[src/hdl/sts_pkg.sv]
// -----------------------------------------------------------------------------
// Source token scanner package
// Scanner states, token kinds, character codes and the character class
// functions shared by the scanner core and the top level.
// -----------------------------------------------------------------------------
package sts_pkg;

	// Token length counter width, fixed by the result format.
	localparam int LEN_BITS = 16;

	// Depth of the result queue in front of the token channel.
	localparam int QUEUE_DEPTH = 4;

	// Character codes that the scanner recognises.
	localparam logic [7:0] CH_NUL    = 8'h00;
	localparam logic [7:0] CH_TAB    = 8'h09;
	localparam logic [7:0] CH_NL     = 8'h0A;
	localparam logic [7:0] CH_CR     = 8'h0D;
	localparam logic [7:0] CH_SPACE  = 8'h20;
	localparam logic [7:0] CH_BANG   = 8'h21;
	localparam logic [7:0] CH_DQUOTE = 8'h22;
	localparam logic [7:0] CH_PCT    = 8'h25;
	localparam logic [7:0] CH_QUOTE  = 8'h27;
	localparam logic [7:0] CH_LPAR   = 8'h28;
	localparam logic [7:0] CH_RPAR   = 8'h29;
	localparam logic [7:0] CH_STAR   = 8'h2A;
	localparam logic [7:0] CH_PLUS   = 8'h2B;
	localparam logic [7:0] CH_COMMA  = 8'h2C;
	localparam logic [7:0] CH_MINUS  = 8'h2D;
	localparam logic [7:0] CH_DOT    = 8'h2E;
	localparam logic [7:0] CH_SLASH  = 8'h2F;
	localparam logic [7:0] CH_ZERO   = 8'h30;
	localparam logic [7:0] CH_NINE   = 8'h39;
	localparam logic [7:0] CH_COLON  = 8'h3A;
	localparam logic [7:0] CH_SEMI   = 8'h3B;
	localparam logic [7:0] CH_LT     = 8'h3C;
	localparam logic [7:0] CH_EQ     = 8'h3D;
	localparam logic [7:0] CH_GT     = 8'h3E;
	localparam logic [7:0] CH_UPPER_A = 8'h41;
	localparam logic [7:0] CH_UPPER_Z = 8'h5A;
	localparam logic [7:0] CH_LBRK   = 8'h5B;
	localparam logic [7:0] CH_BSLASH = 8'h5C;
	localparam logic [7:0] CH_RBRK   = 8'h5D;
	localparam logic [7:0] CH_UNDER  = 8'h5F;
	localparam logic [7:0] CH_LOWER_A = 8'h61;
	localparam logic [7:0] CH_LOWER_Z = 8'h7A;
	localparam logic [7:0] CH_LCUR   = 8'h7B;
	localparam logic [7:0] CH_PIPE   = 8'h7C;
	localparam logic [7:0] CH_RCUR   = 8'h7D;

	// Token classes, numbered densely.
	typedef enum logic [4:0] {
		TK_EOF,
		TK_OP,
		TK_UNDERSCORE,
		TK_COMMA,
		TK_LBRACKET,
		TK_RBRACKET,
		TK_LCURLEY,
		TK_RCURLEY,
		TK_LPAREN,
		TK_RPAREN,
		TK_COLON,
		TK_PIPE,
		TK_IDENT,
		TK_INT,
		TK_FLOAT,
		TK_COMMENT,
		TK_BYTE,
		TK_STRING,
		TK_ARROW,
		TK_LOGIC,
		TK_DOT,
		TK_TRIPLE,
		TK_ERROR
	} kind_t;

	// Lexical states.
	typedef enum logic [4:0] {
		ST_START,
		ST_IDENT,
		ST_INT,
		ST_FLOAT,
		ST_SLASH,
		ST_LCOMMENT,
		ST_BLOCK,
		ST_BLOCK_STAR,
		ST_BYTE,
		ST_STRING,
		ST_STRING_ESC,
		ST_MINUS,
		ST_EQ,
		ST_BANG,
		ST_STAR,
		ST_LESS,
		ST_GREATER,
		ST_DOT1,
		ST_DOT2
	} scan_state_t;

	// Decision taken for one character in the start state.
	typedef struct packed {
		scan_state_t next_state;
		logic        imm;
		kind_t       kind;
	} start_dec_t;

	function automatic logic is_space(input logic [7:0] c);
		return (c == CH_SPACE) || ((c >= CH_TAB) && (c <= CH_CR));
	endfunction

	function automatic logic is_alpha(input logic [7:0] c);
		return ((c >= CH_LOWER_A) && (c <= CH_LOWER_Z)) ||
			((c >= CH_UPPER_A) && (c <= CH_UPPER_Z));
	endfunction

	function automatic logic is_digit(input logic [7:0] c);
		return (c >= CH_ZERO) && (c <= CH_NINE);
	endfunction

	// Start-state decode: either a single-character token or the state that
	// begins a longer token. Unknown characters leave the scanner in place.
	function automatic start_dec_t start_decode(input logic [7:0] c);
		start_dec_t d;
		d.next_state = ST_START;
		d.imm        = 1'b0;
		d.kind       = TK_EOF;
		if (is_alpha(c)) begin
			d.next_state = ST_IDENT;
		end else if (is_digit(c)) begin
			d.next_state = ST_INT;
		end else begin
			case (c)
				CH_PLUS, CH_PCT: begin d.imm = 1'b1; d.kind = TK_OP; end
				CH_UNDER:  begin d.imm = 1'b1; d.kind = TK_UNDERSCORE; end
				CH_COMMA:  begin d.imm = 1'b1; d.kind = TK_COMMA; end
				CH_LBRK:   begin d.imm = 1'b1; d.kind = TK_LBRACKET; end
				CH_RBRK:   begin d.imm = 1'b1; d.kind = TK_RBRACKET; end
				CH_LCUR:   begin d.imm = 1'b1; d.kind = TK_LCURLEY; end
				CH_RCUR:   begin d.imm = 1'b1; d.kind = TK_RCURLEY; end
				CH_LPAR:   begin d.imm = 1'b1; d.kind = TK_LPAREN; end
				CH_RPAR:   begin d.imm = 1'b1; d.kind = TK_RPAREN; end
				CH_COLON:  begin d.imm = 1'b1; d.kind = TK_COLON; end
				CH_PIPE:   begin d.imm = 1'b1; d.kind = TK_PIPE; end
				CH_SEMI:   begin d.imm = 1'b1; d.kind = TK_ERROR; end
				CH_SLASH:  d.next_state = ST_SLASH;
				CH_QUOTE:  d.next_state = ST_BYTE;
				CH_DQUOTE: d.next_state = ST_STRING;
				CH_MINUS:  d.next_state = ST_MINUS;
				CH_EQ:     d.next_state = ST_EQ;
				CH_BANG:   d.next_state = ST_BANG;
				CH_STAR:   d.next_state = ST_STAR;
				CH_LT:     d.next_state = ST_LESS;
				CH_GT:     d.next_state = ST_GREATER;
				CH_DOT:    d.next_state = ST_DOT1;
				default:   d.next_state = ST_START;
			endcase
		end
		return d;
	endfunction

endpackage

[src/hdl/sts_fifo.sv]
// -----------------------------------------------------------------------------
// Token result queue
// Small queue that takes up to two tokens a cycle and hands out one a cycle
// on a valid/stall channel. Reports when room for two more tokens remains.
// -----------------------------------------------------------------------------
module sts_fifo #(
	parameter int WIDTH = 74
) (
	input  logic             clk,
	input  logic             arst_n,
	input  logic [1:0]       push_count,
	input  logic [WIDTH-1:0] push_data0,
	input  logic [WIDTH-1:0] push_data1,
	output logic             room,
	output logic             head_valid,
	input  logic             head_stall,
	output logic [WIDTH-1:0] head_data
);

	localparam int QD = sts_pkg::QUEUE_DEPTH;
	localparam int PW = $clog2(QD);

	logic [WIDTH-1:0] mem [QD];
	logic [PW-1:0]    wr_q;
	logic [PW-1:0]    rd_q;
	logic [PW:0]      cnt_q;
	logic             pop;

	assign head_valid = (cnt_q != '0);
	assign head_data  = mem[rd_q];
	assign pop        = head_valid & ~head_stall;
	assign room       = (cnt_q <= (PW+1)'(QD - 2));

	// Storage: the first token goes to the write pointer, a second one after it.
	always_ff @(posedge clk) begin
		if (push_count != 2'd0) begin
			mem[wr_q] <= push_data0;
		end
		if (push_count == 2'd2) begin
			mem[PW'(wr_q + 1'b1)] <= push_data1;
		end
	end

	// Pointers and fill level.
	always_ff @(posedge clk or negedge arst_n) begin
		if (!arst_n) begin
			wr_q  <= '0;
			rd_q  <= '0;
			cnt_q <= '0;
		end else begin
			wr_q  <= PW'(wr_q + PW'(push_count));
			rd_q  <= PW'(rd_q + PW'(pop));
			cnt_q <= (PW+1)'(cnt_q + (PW+1)'(push_count) - (PW+1)'(pop));
		end
	end

	a_cnt_bound: assert property (@(posedge clk) disable iff (!arst_n)
		cnt_q <= (PW+1)'(QD))
		else $error("token queue fill level beyond its depth");

	a_ptr_match: assert property (@(posedge clk) disable iff (!arst_n)
		PW'(wr_q - rd_q) == cnt_q[PW-1:0])
		else $error("token queue pointers disagree with fill level");

	a_no_overflow: assert property (@(posedge clk) disable iff (!arst_n)
		(push_count == 2'd2) |-> (cnt_q <= (PW+1)'(QD - 2)))
		else $error("two tokens pushed without room for both");

endmodule

[src/hdl/sts_core.sv]
// -----------------------------------------------------------------------------
// Source token scanner core
// Lexical state machine with line, column and kept-length counters. Each step
// consumes one character and yields zero, one or two tokens.
// -----------------------------------------------------------------------------
module sts_core #(
	parameter int LINE_BITS   = 24,
	parameter int COLUMN_BITS = 16
) (
	input  logic       clk,
	input  logic       arst_n,
	input  logic       step,
	input  logic [7:0] char_code,
	input  logic       end_of_input,
	output logic [1:0] push_count,
	output logic [5+LINE_BITS+COLUMN_BITS+sts_pkg::LEN_BITS:0] tok0,
	output logic [5+LINE_BITS+COLUMN_BITS+sts_pkg::LEN_BITS:0] tok1
);

	localparam int LB = sts_pkg::LEN_BITS;

	sts_pkg::scan_state_t state_q;
	logic [LINE_BITS-1:0]   line_q;
	logic [COLUMN_BITS-1:0] col_q;
	logic [LB-1:0]          kept_q;

	sts_pkg::scan_state_t nxt;
	logic                 imm;
	logic                 put;
	sts_pkg::kind_t       dec_kind;
	sts_pkg::start_dec_t  sd;

	sts_pkg::scan_state_t   state_n;
	logic [LB-1:0]          kept_n;
	logic [LINE_BITS-1:0]   line_n;
	logic [COLUMN_BITS-1:0] col_n;
	logic [LB-1:0]          kept_inc;
	logic [LB-1:0]          len0;
	logic [LB-1:0]          len1;
	sts_pkg::kind_t         k0;
	sts_pkg::kind_t         k1;
	logic                   last0;
	logic                   eof;
	logic                   space;

	assign sd    = sts_pkg::start_decode(char_code);
	assign eof   = end_of_input | (char_code == sts_pkg::CH_NUL);
	assign space = sts_pkg::is_space(char_code);

	// Next-state decode: a state change, a token that takes this character
	// (imm) or a token ended by lookahead that leaves it for a rescan (put).
	always_comb begin
		nxt      = state_q;
		imm      = 1'b0;
		put      = 1'b0;
		dec_kind = sts_pkg::TK_EOF;
		case (state_q)
			sts_pkg::ST_START: begin
				nxt      = sd.next_state;
				imm      = sd.imm;
				dec_kind = sd.kind;
			end
			sts_pkg::ST_IDENT: begin
				if (!sts_pkg::is_alpha(char_code) && !sts_pkg::is_digit(char_code) &&
					(char_code != sts_pkg::CH_UNDER)) begin
					put = 1'b1; dec_kind = sts_pkg::TK_IDENT;
				end
			end
			sts_pkg::ST_INT: begin
				if (char_code == sts_pkg::CH_DOT) begin
					nxt = sts_pkg::ST_FLOAT;
				end else if (!sts_pkg::is_digit(char_code)) begin
					put = 1'b1; dec_kind = sts_pkg::TK_INT;
				end
			end
			sts_pkg::ST_FLOAT: begin
				if (!sts_pkg::is_digit(char_code)) begin
					put = 1'b1; dec_kind = sts_pkg::TK_FLOAT;
				end
			end
			sts_pkg::ST_SLASH: begin
				if (char_code == sts_pkg::CH_SLASH) begin
					nxt = sts_pkg::ST_LCOMMENT;
				end else if (char_code == sts_pkg::CH_STAR) begin
					nxt = sts_pkg::ST_BLOCK;
				end else begin
					put = 1'b1; dec_kind = sts_pkg::TK_OP;
				end
			end
			sts_pkg::ST_LCOMMENT: begin
				if (char_code == sts_pkg::CH_NL) begin
					imm = 1'b1; dec_kind = sts_pkg::TK_COMMENT;
				end
			end
			sts_pkg::ST_BLOCK: begin
				if (char_code == sts_pkg::CH_STAR) begin
					nxt = sts_pkg::ST_BLOCK_STAR;
				end
			end
			sts_pkg::ST_BLOCK_STAR: begin
				if (char_code == sts_pkg::CH_SLASH) begin
					imm = 1'b1; dec_kind = sts_pkg::TK_COMMENT;
				end else if (char_code != sts_pkg::CH_STAR) begin
					nxt = sts_pkg::ST_BLOCK;
				end
			end
			sts_pkg::ST_BYTE: begin
				if (char_code == sts_pkg::CH_QUOTE) begin
					imm = 1'b1; dec_kind = sts_pkg::TK_BYTE;
				end
			end
			sts_pkg::ST_STRING: begin
				if (char_code == sts_pkg::CH_BSLASH) begin
					nxt = sts_pkg::ST_STRING_ESC;
				end else if (char_code == sts_pkg::CH_DQUOTE) begin
					imm = 1'b1; dec_kind = sts_pkg::TK_STRING;
				end
			end
			sts_pkg::ST_STRING_ESC: begin
				nxt = sts_pkg::ST_STRING;
			end
			sts_pkg::ST_MINUS: begin
				if (char_code == sts_pkg::CH_GT) begin
					imm = 1'b1; dec_kind = sts_pkg::TK_ARROW;
				end else begin
					put = 1'b1; dec_kind = sts_pkg::TK_OP;
				end
			end
			sts_pkg::ST_EQ: begin
				if (char_code == sts_pkg::CH_EQ) begin
					imm = 1'b1; dec_kind = sts_pkg::TK_LOGIC;
				end else begin
					put = 1'b1; dec_kind = sts_pkg::TK_OP;
				end
			end
			sts_pkg::ST_BANG, sts_pkg::ST_GREATER: begin
				dec_kind = sts_pkg::TK_LOGIC;
				if (char_code == sts_pkg::CH_EQ) begin
					imm = 1'b1;
				end else begin
					put = 1'b1;
				end
			end
			sts_pkg::ST_STAR: begin
				dec_kind = sts_pkg::TK_OP;
				if (char_code == sts_pkg::CH_STAR) begin
					imm = 1'b1;
				end else begin
					put = 1'b1;
				end
			end
			sts_pkg::ST_LESS: begin
				if (char_code == sts_pkg::CH_EQ) begin
					imm = 1'b1; dec_kind = sts_pkg::TK_LOGIC;
				end else if (char_code == sts_pkg::CH_MINUS) begin
					imm = 1'b1; dec_kind = sts_pkg::TK_ARROW;
				end else begin
					put = 1'b1; dec_kind = sts_pkg::TK_LOGIC;
				end
			end
			sts_pkg::ST_DOT1: begin
				if (char_code == sts_pkg::CH_DOT) begin
					nxt = sts_pkg::ST_DOT2;
				end else begin
					put = 1'b1; dec_kind = sts_pkg::TK_DOT;
				end
			end
			sts_pkg::ST_DOT2: begin
				if (char_code == sts_pkg::CH_DOT) begin
					imm = 1'b1; dec_kind = sts_pkg::TK_TRIPLE;
				end else begin
					put = 1'b1; dec_kind = sts_pkg::TK_ERROR;
				end
			end
			default: begin
				nxt = sts_pkg::ST_START;
			end
		endcase
	end

	// Outputs and counter updates. A lookahead token rescans the character
	// from the start state with an empty length count.
	always_comb begin
		kept_inc = (!space && (kept_q != '1)) ? LB'(kept_q + 1'b1) : kept_q;
		len1     = LB'(!space);
		line_n   = line_q;
		col_n    = col_q;
		state_n  = nxt;
		kept_n   = kept_inc;
		k0       = dec_kind;
		k1       = sd.kind;
		len0     = kept_inc;
		last0    = 1'b1;
		push_count = 2'd0;
		if (eof) begin
			state_n    = sts_pkg::ST_START;
			kept_n     = '0;
			k0         = sts_pkg::TK_EOF;
			len0       = kept_q;
			push_count = 2'd1;
		end else begin
			if (char_code == sts_pkg::CH_NL) begin
				line_n = (&line_q) ? line_q : LINE_BITS'(line_q + 1'b1);
				col_n  = COLUMN_BITS'(1);
			end else begin
				col_n  = (&col_q) ? col_q : COLUMN_BITS'(col_q + 1'b1);
			end
			if (imm) begin
				state_n    = sts_pkg::ST_START;
				kept_n     = '0;
				push_count = 2'd1;
			end else if (put) begin
				len0 = kept_q;
				if (sd.imm) begin
					state_n    = sts_pkg::ST_START;
					kept_n     = '0;
					last0      = 1'b0;
					push_count = 2'd2;
				end else begin
					state_n    = sd.next_state;
					kept_n     = len1;
					push_count = 2'd1;
				end
			end
		end
		if (!step) begin
			push_count = 2'd0;
		end
	end

	assign tok0 = {k0, line_n, col_n, len0, last0};
	assign tok1 = {k1, line_n, col_n, len1, 1'b1};

	// Scanner state and position counters.
	always_ff @(posedge clk or negedge arst_n) begin
		if (!arst_n) begin
			state_q <= sts_pkg::ST_START;
			line_q  <= '0;
			col_q   <= '0;
			kept_q  <= '0;
		end else if (step) begin
			state_q <= state_n;
			line_q  <= line_n;
			col_q   <= col_n;
			kept_q  <= kept_n;
		end
	end

	a_idle_no_push: assert property (@(posedge clk) disable iff (!arst_n)
		!step |-> (push_count == 2'd0))
		else $error("token pushed without a scanner step");

	a_eof_single: assert property (@(posedge clk) disable iff (!arst_n)
		(step && eof) |-> (push_count == 2'd1) && (k0 == sts_pkg::TK_EOF))
		else $error("end of input must give exactly one end token");

	a_pair_last: assert property (@(posedge clk) disable iff (!arst_n)
		(push_count == 2'd2) |-> (!tok0[0] && tok1[0] && put))
		else $error("token pair must come from a lookahead with the second last");

endmodule

[src/hdl/source_token_scanner_unit.sv]
// -----------------------------------------------------------------------------
// Source token scanner unit
// Tokenises a source byte stream: one character per request in, one token
// per request out, with kind, line, column and kept length.
// -----------------------------------------------------------------------------
// Usage:
//   The source channel (src_valid, src_stall, char_code, end_of_input) takes
//   one character per cycle. A zero byte or end_of_input ends the input and
//   gives one end token; the scanner then starts afresh with its position kept.
//   The token channel (tok_valid, tok_stall) delivers one token per cycle.
//   A character yields no token, one token, or two when it ends a token by
//   lookahead and then forms a single-character token itself; last_of_run
//   marks the final token of each character.
//   A character accepted on the source channel waits in the input register
//   until the queue has room; the scanner step then writes its tokens into
//   the result queue, whose head is offered on the token channel.
//   Throughput: one character per cycle, limited by the token channel at one
//   token per cycle; src_stall rises while the four-entry result queue has
//   fewer than two free entries and a character waits in the input register.
//   When tok_stall is high the head token holds steady and the queue fills.
//   Reset (arst_n low) empties both stages and clears state, line, column and
//   length counts at once.
// -----------------------------------------------------------------------------
module source_token_scanner_unit #(
	parameter int LINE_BITS   = 24,
	parameter int COLUMN_BITS = 16
) (
	input  logic                   clk,
	input  logic                   arst_n,
	input  logic                   src_valid,
	output logic                   src_stall,
	input  logic [7:0]             char_code,
	input  logic                   end_of_input,
	output logic                   tok_valid,
	input  logic                   tok_stall,
	output logic [4:0]             token_kind,
	output logic [LINE_BITS-1:0]   token_line,
	output logic [COLUMN_BITS-1:0] token_column,
	output logic [15:0]            token_length,
	output logic                   last_of_run
);

	localparam int LB    = sts_pkg::LEN_BITS;
	localparam int TOK_W = 6 + LINE_BITS + COLUMN_BITS + LB;

	logic             valid_s1;
	logic [7:0]       char_s1;
	logic             eof_s1;
	logic             room;
	logic             step;
	logic             accept;
	logic [1:0]       push_count;
	logic [TOK_W-1:0] tok0;
	logic [TOK_W-1:0] tok1;
	logic [TOK_W-1:0] head;

	// The input register advances whenever the queue can absorb two tokens.
	assign step      = valid_s1 & room;
	assign src_stall = valid_s1 & ~room;
	assign accept    = src_valid & ~src_stall;

	// Input register: validity.
	always_ff @(posedge clk or negedge arst_n) begin
		if (!arst_n) begin
			valid_s1 <= 1'b0;
		end else if (accept) begin
			valid_s1 <= 1'b1;
		end else if (step) begin
			valid_s1 <= 1'b0;
		end
	end

	// Input register: payload.
	always_ff @(posedge clk) begin
		if (accept) begin
			char_s1 <= char_code;
			eof_s1  <= end_of_input;
		end
	end

	sts_core #(
		.LINE_BITS   (LINE_BITS),
		.COLUMN_BITS (COLUMN_BITS)
	) u_core (
		.clk          (clk),
		.arst_n       (arst_n),
		.step         (step),
		.char_code    (char_s1),
		.end_of_input (eof_s1),
		.push_count   (push_count),
		.tok0         (tok0),
		.tok1         (tok1)
	);

	sts_fifo #(
		.WIDTH (TOK_W)
	) u_fifo (
		.clk        (clk),
		.arst_n     (arst_n),
		.push_count (push_count),
		.push_data0 (tok0),
		.push_data1 (tok1),
		.room       (room),
		.head_valid (tok_valid),
		.head_stall (tok_stall),
		.head_data  (head)
	);

	// Unpack the head token onto the result ports.
	assign token_kind   = head[TOK_W-1 -: 5];
	assign token_line   = head[TOK_W-6 -: LINE_BITS];
	assign token_column = head[TOK_W-6-LINE_BITS -: COLUMN_BITS];
	assign token_length = head[LB:1];
	assign last_of_run  = head[0];

endmodule
[config.mk]
export PLATFORM = sky130hd
export DESIGN_NAME = source_token_scanner_unit
export DESIGN_NICKNAME = d
export VERILOG_FILES = /design/src/hdl/sts_pkg.sv /design/src/hdl/sts_fifo.sv /design/src/hdl/sts_core.sv /design/src/hdl/source_token_scanner_unit.sv
export SDC_FILE = /design/constraint.sdc
export NUM_CORES = 1
export LEC_CHECK = 0
export BUFFER_PORTS_ARGS = -buffer_cell sky130_fd_sc_hd__buf_2
export CAP_MARGIN = 20
export CORE_MARGIN = 5
export CORE_UTILIZATION = 29
export CTS_CLUSTER_DIAMETER = 60
export DETAILED_ROUTE_END_ITERATION = 10
export SLEW_MARGIN = 5
export SYNTH_ARGS = -nofsm -noshare
export SYNTH_HDL_FRONTEND = slang
export SYNTH_SLANG_ARGS = --single-unit
[constraint.sdc]
create_clock -name clk -period 5.3 [get_ports clk]
set_input_delay 0.265 -clock clk [delete_from_list [all_inputs] [get_ports clk]]
set_output_delay 0.265 -clock clk [all_outputs]
set_load 0.01 [all_outputs]
==> impl_metrics.json <==
{
  "drt_wl_total_mm": 44.74,
  "wl_per_cell_um": 19.39,
  "hold_viol_final": 0,
  "grt.total_usage_pct": 14.47,
  "drive_above_1_share_pct": 17.72,
  "cap_violations": 0,
  "intPower_w": 0.006032,
  "fmax_mhz": 242.2,
  "slew_headroom_pct": 37.48,
  "synth_top_area_share_pct": 35.25,
  "slowest_delay_ns": 0.84,
  "finalSetupTns_ns": 0,
  "drv_slew": 0,
  "num_antenna_cells": 0,
  "arrival_ns": 4.57,
  "cts_setup_buffers": 0,
  "min_period_ns": 4.129,
  "clock_latency_ns": 0.57,
  "crit_path_end_kind": "register",
  "cpLargestDelayFamily": "simple AND/OR/NAND/NOR gates",
  "gp_congestion": 0.9258,
  "start_kind": "register",
  "final_cell_mix": "nor2_1, edfxtp_1, nand2_1, buf_2, dfrtp_1",
  "rsz0062_at_grt": "false",
  "total_power_w": 0.009484,
  "antenna_found_initial": 0,
  "rows": 87,
  "fin_crit_sh_pct": 77.90,
  "cp.buffers_inverters": 1,
  "overflow": 0,
  "cts_root_buf": "clkbuf_16",
  "clk_path_buf_depth": 3,
  "layout_commonest_cell": "nor2_1",
  "die_x_um": 248.1,
  "drt_iter0_drc": 916,
  "synth-async-reset-ratio_pct": 21.17,
  "via_count": 11910,
  "comb_power_share_pct": 34.5,
  "skew_ns": 0.02776,
  "whs_ns": 0.1067,
  "finalWorstSetupSlack_ns": 1.171,
  "cts_sinks": 326,
  "seqPwrFrac_pct": 39.5,
  "viasPerCell": 5.159,
  "status": "finished clean",
  "hold_path.class": "primary input to async pin",
  "netlist_instances": 1462,
  "clk_pin_slew_worst_paths_ns": 0.05,
  "ys.flop_type": "edfxtp_1",
  "cts_tree": "yes",
  "syn_area_um2": 16440,
  "dp_slack_ns": 1.192,
  "ys_types": 95,
  "syn_to_final_growth_pct": 14.67,
  "syn_area_per_cell_um2": 11.25,
  "p_leak_nw": 6.456,
  "drc": 0,
  "placed_area_um2": 17550,
  "synth-seq-area-share_pct": 53.54,
  "worstSetupPathType": "register to register",
  "cpMaxStageDelayCell": "nor4_1",
  "cts_htree_levels": 2,
  "p_per_area_nw_per_um2": 503.0,
  "grt_pass1_vias": 11910,
  "yosysTopAreaCell": "edfxtp_1",
  "cp_cell_sequence": "nor4_1, a211o_1, o2111ai_1, nand3_1, o21bai_2, nor2_1, inv_1, ha_1, fa_1, xor2_1, xnor2_1",
  "required_ns": 5.74,
  "synth_area_leaders": "edfxtp_1, dfrtp_1, mux4_2, dfxtp_1, nor2_1",
  "p_sw_share_pct": 36.39,
  "dr.pass1.iters": 5,
  "power_frac_clock_pct": 26.0,
  "synth_edf_count": 193,
  "cts_buffers": 38,
  "fp.dieH_um": 248.1,
  "ir_drop_v": 0.0002299,
  "core-area_um2": 56280,
  "ant_nets": 0,
  "crit_fanout": 25,
  "setup_violations": 0,
  "switching_power_w": 0.003451,
  "nets": 1544,
  "stdcell_area_um2": 18850,
  "grt_start_max_net_pins": 70,
  "pin_count": 77,
  "tightest_slew_ns": 0.9378,
  "port_buffers": 76,
  "place_hpwl_mm": 29.21,
  "syn_nets": 1484,
  "grt_pass1_wl_mm": 70.27,
  "initial_utilization_pct": 29.22,
  "dieArea_um2": 61560,
  "yosys_warnings": 0,
  "ys_ff_latch": 326
}
-- cells by family after synthesis --
logic type	share of synthesized area [%]
XOR/XNOR	4.581
AND/OR/NAND/NOR	17.39
adder cells (fa/ha/maj)	0.7306
multiplexers	8.805
AO/OA/AOI/OAI	11.40
buffers and inverters	3.554
flip-flops	53.54
-- final cells by class --
type	count	area [um^2]
flip-flops and latches	326	8811
multi-input cells	1011	7084
clock inverters	16	123.9
clock buffers	54	1042
inverters	27	101.3
repair buffers	118	745.7
fillers	5614	37420
well taps	756	945.9
-- per-stage QoR --
| step | utilization [%] | std cells |
|---|---|---|
| after global placement | 31.19 | 2226 |
| final | 33.50 | 2308 |
| after global routing | 33.50 | 2308 |
| after detailed placement | 31.19 | 2226 |
| after CTS | 33.45 | 2307 |
| after floorplan | - | 1462 |
-- metal layers --
metal | track usage (%) | vias to the layer above | share of wire (%)
li1 | - | 5510 | -
met1 | 19.14 | 5962 | 43
met2 | 23.98 | 348 | 48
met3 | 2.350 | 87 | 5.4
met4 | 5.501 | 0 | 3.6
met5 | 0 | - | 0
-- state kept, by name, indices dropped and copies added, names as in the netlist --
| register | cells |
|---|---|
| char_s1 | 8 |
| eof_s1 | 1 |
| u_core.col_q | 16 |
| u_core.kept_q | 16 |
| u_core.line_q | 24 |
| u_core.state_q | 5 |
| u_fifo.cnt_q | 3 |
| u_fifo.mem | 248 |
| u_fifo.rd_q | 2 |
| u_fifo.wr_q | 2 |
| valid_s1 | 1 |
-- final timing paths --
check | startpoint | to | slack [ns] | cells past startpoint
max in group asynchronous | arst_n | u_core.line_q[17]$_DFFE_PN0P_ | 4.58 | 3
worst min register to register | u_fifo.mem[1][0]$_SDFFE_PP1N_ | u_fifo.mem[1][0]$_SDFFE_PP1N_ | 0.48 | 2
min in group clk | tok_stall | u_fifo.rd_q[0]$_DFF_PN0_ | 0.26 | 3
worst max register to register | char_s1[2]$_DFFE_PP_ | u_fifo.cnt_q[2]$_DFF_PN0_ | 1.17 | 11
worst min-delay path | arst_n | u_fifo.cnt_q[0]$_DFF_PN0_ | 0.11 | 2
worst max-delay path | char_s1[2]$_DFFE_PP_ | u_fifo.cnt_q[2]$_DFF_PN0_ | 1.17 | 11
-- cell usage after synthesis, types with 7 or more instances --
master    instances
nor2_1          289
edfxtp_1        193
nand2_1         108
dfrtp_1          69
dfxtp_1          64
mux4_2           62
a211oi_1         58
xnor2_1          51
o21ai_0          44
clkbuf_1         41
buf_2            37
xor2_1           35
nand3_1          32
a21oi_1          30
nand4_1          24
inv_1            23
nor3_1           23
a22o_1           20
o22ai_1          15
nor2b_1          14
and3_1           12
o31ai_1          12
a31oi_1          11
a21o_1           10
buf_4            10
and2_1            9
nand2b_1          9
ha_1              8
nor4_1            8
nor3_2            7
or3_1             7
-- power by group through the flow --
stage	Clock (W)	Combinational (W)	Sequential, W
2_1_floorplan	0	0.00243	0.00347
3_3_place_gp	0	0.00329	0.00377
3_5_place_dp	0	0.00331	0.00380
4_1_cts	0.00254	0.00333	0.00376
5_1_grt	0.00264	0.00357	0.00383
6_report	0.00247	0.00327	0.00374
-- repair_timing --
action	4_1_cts	5_1_grt
hold endpoints to repair	79	0
hold buffers	11	0
gates resized for setup	0	0
Note: power is estimated with default switching activity, not from simulation.
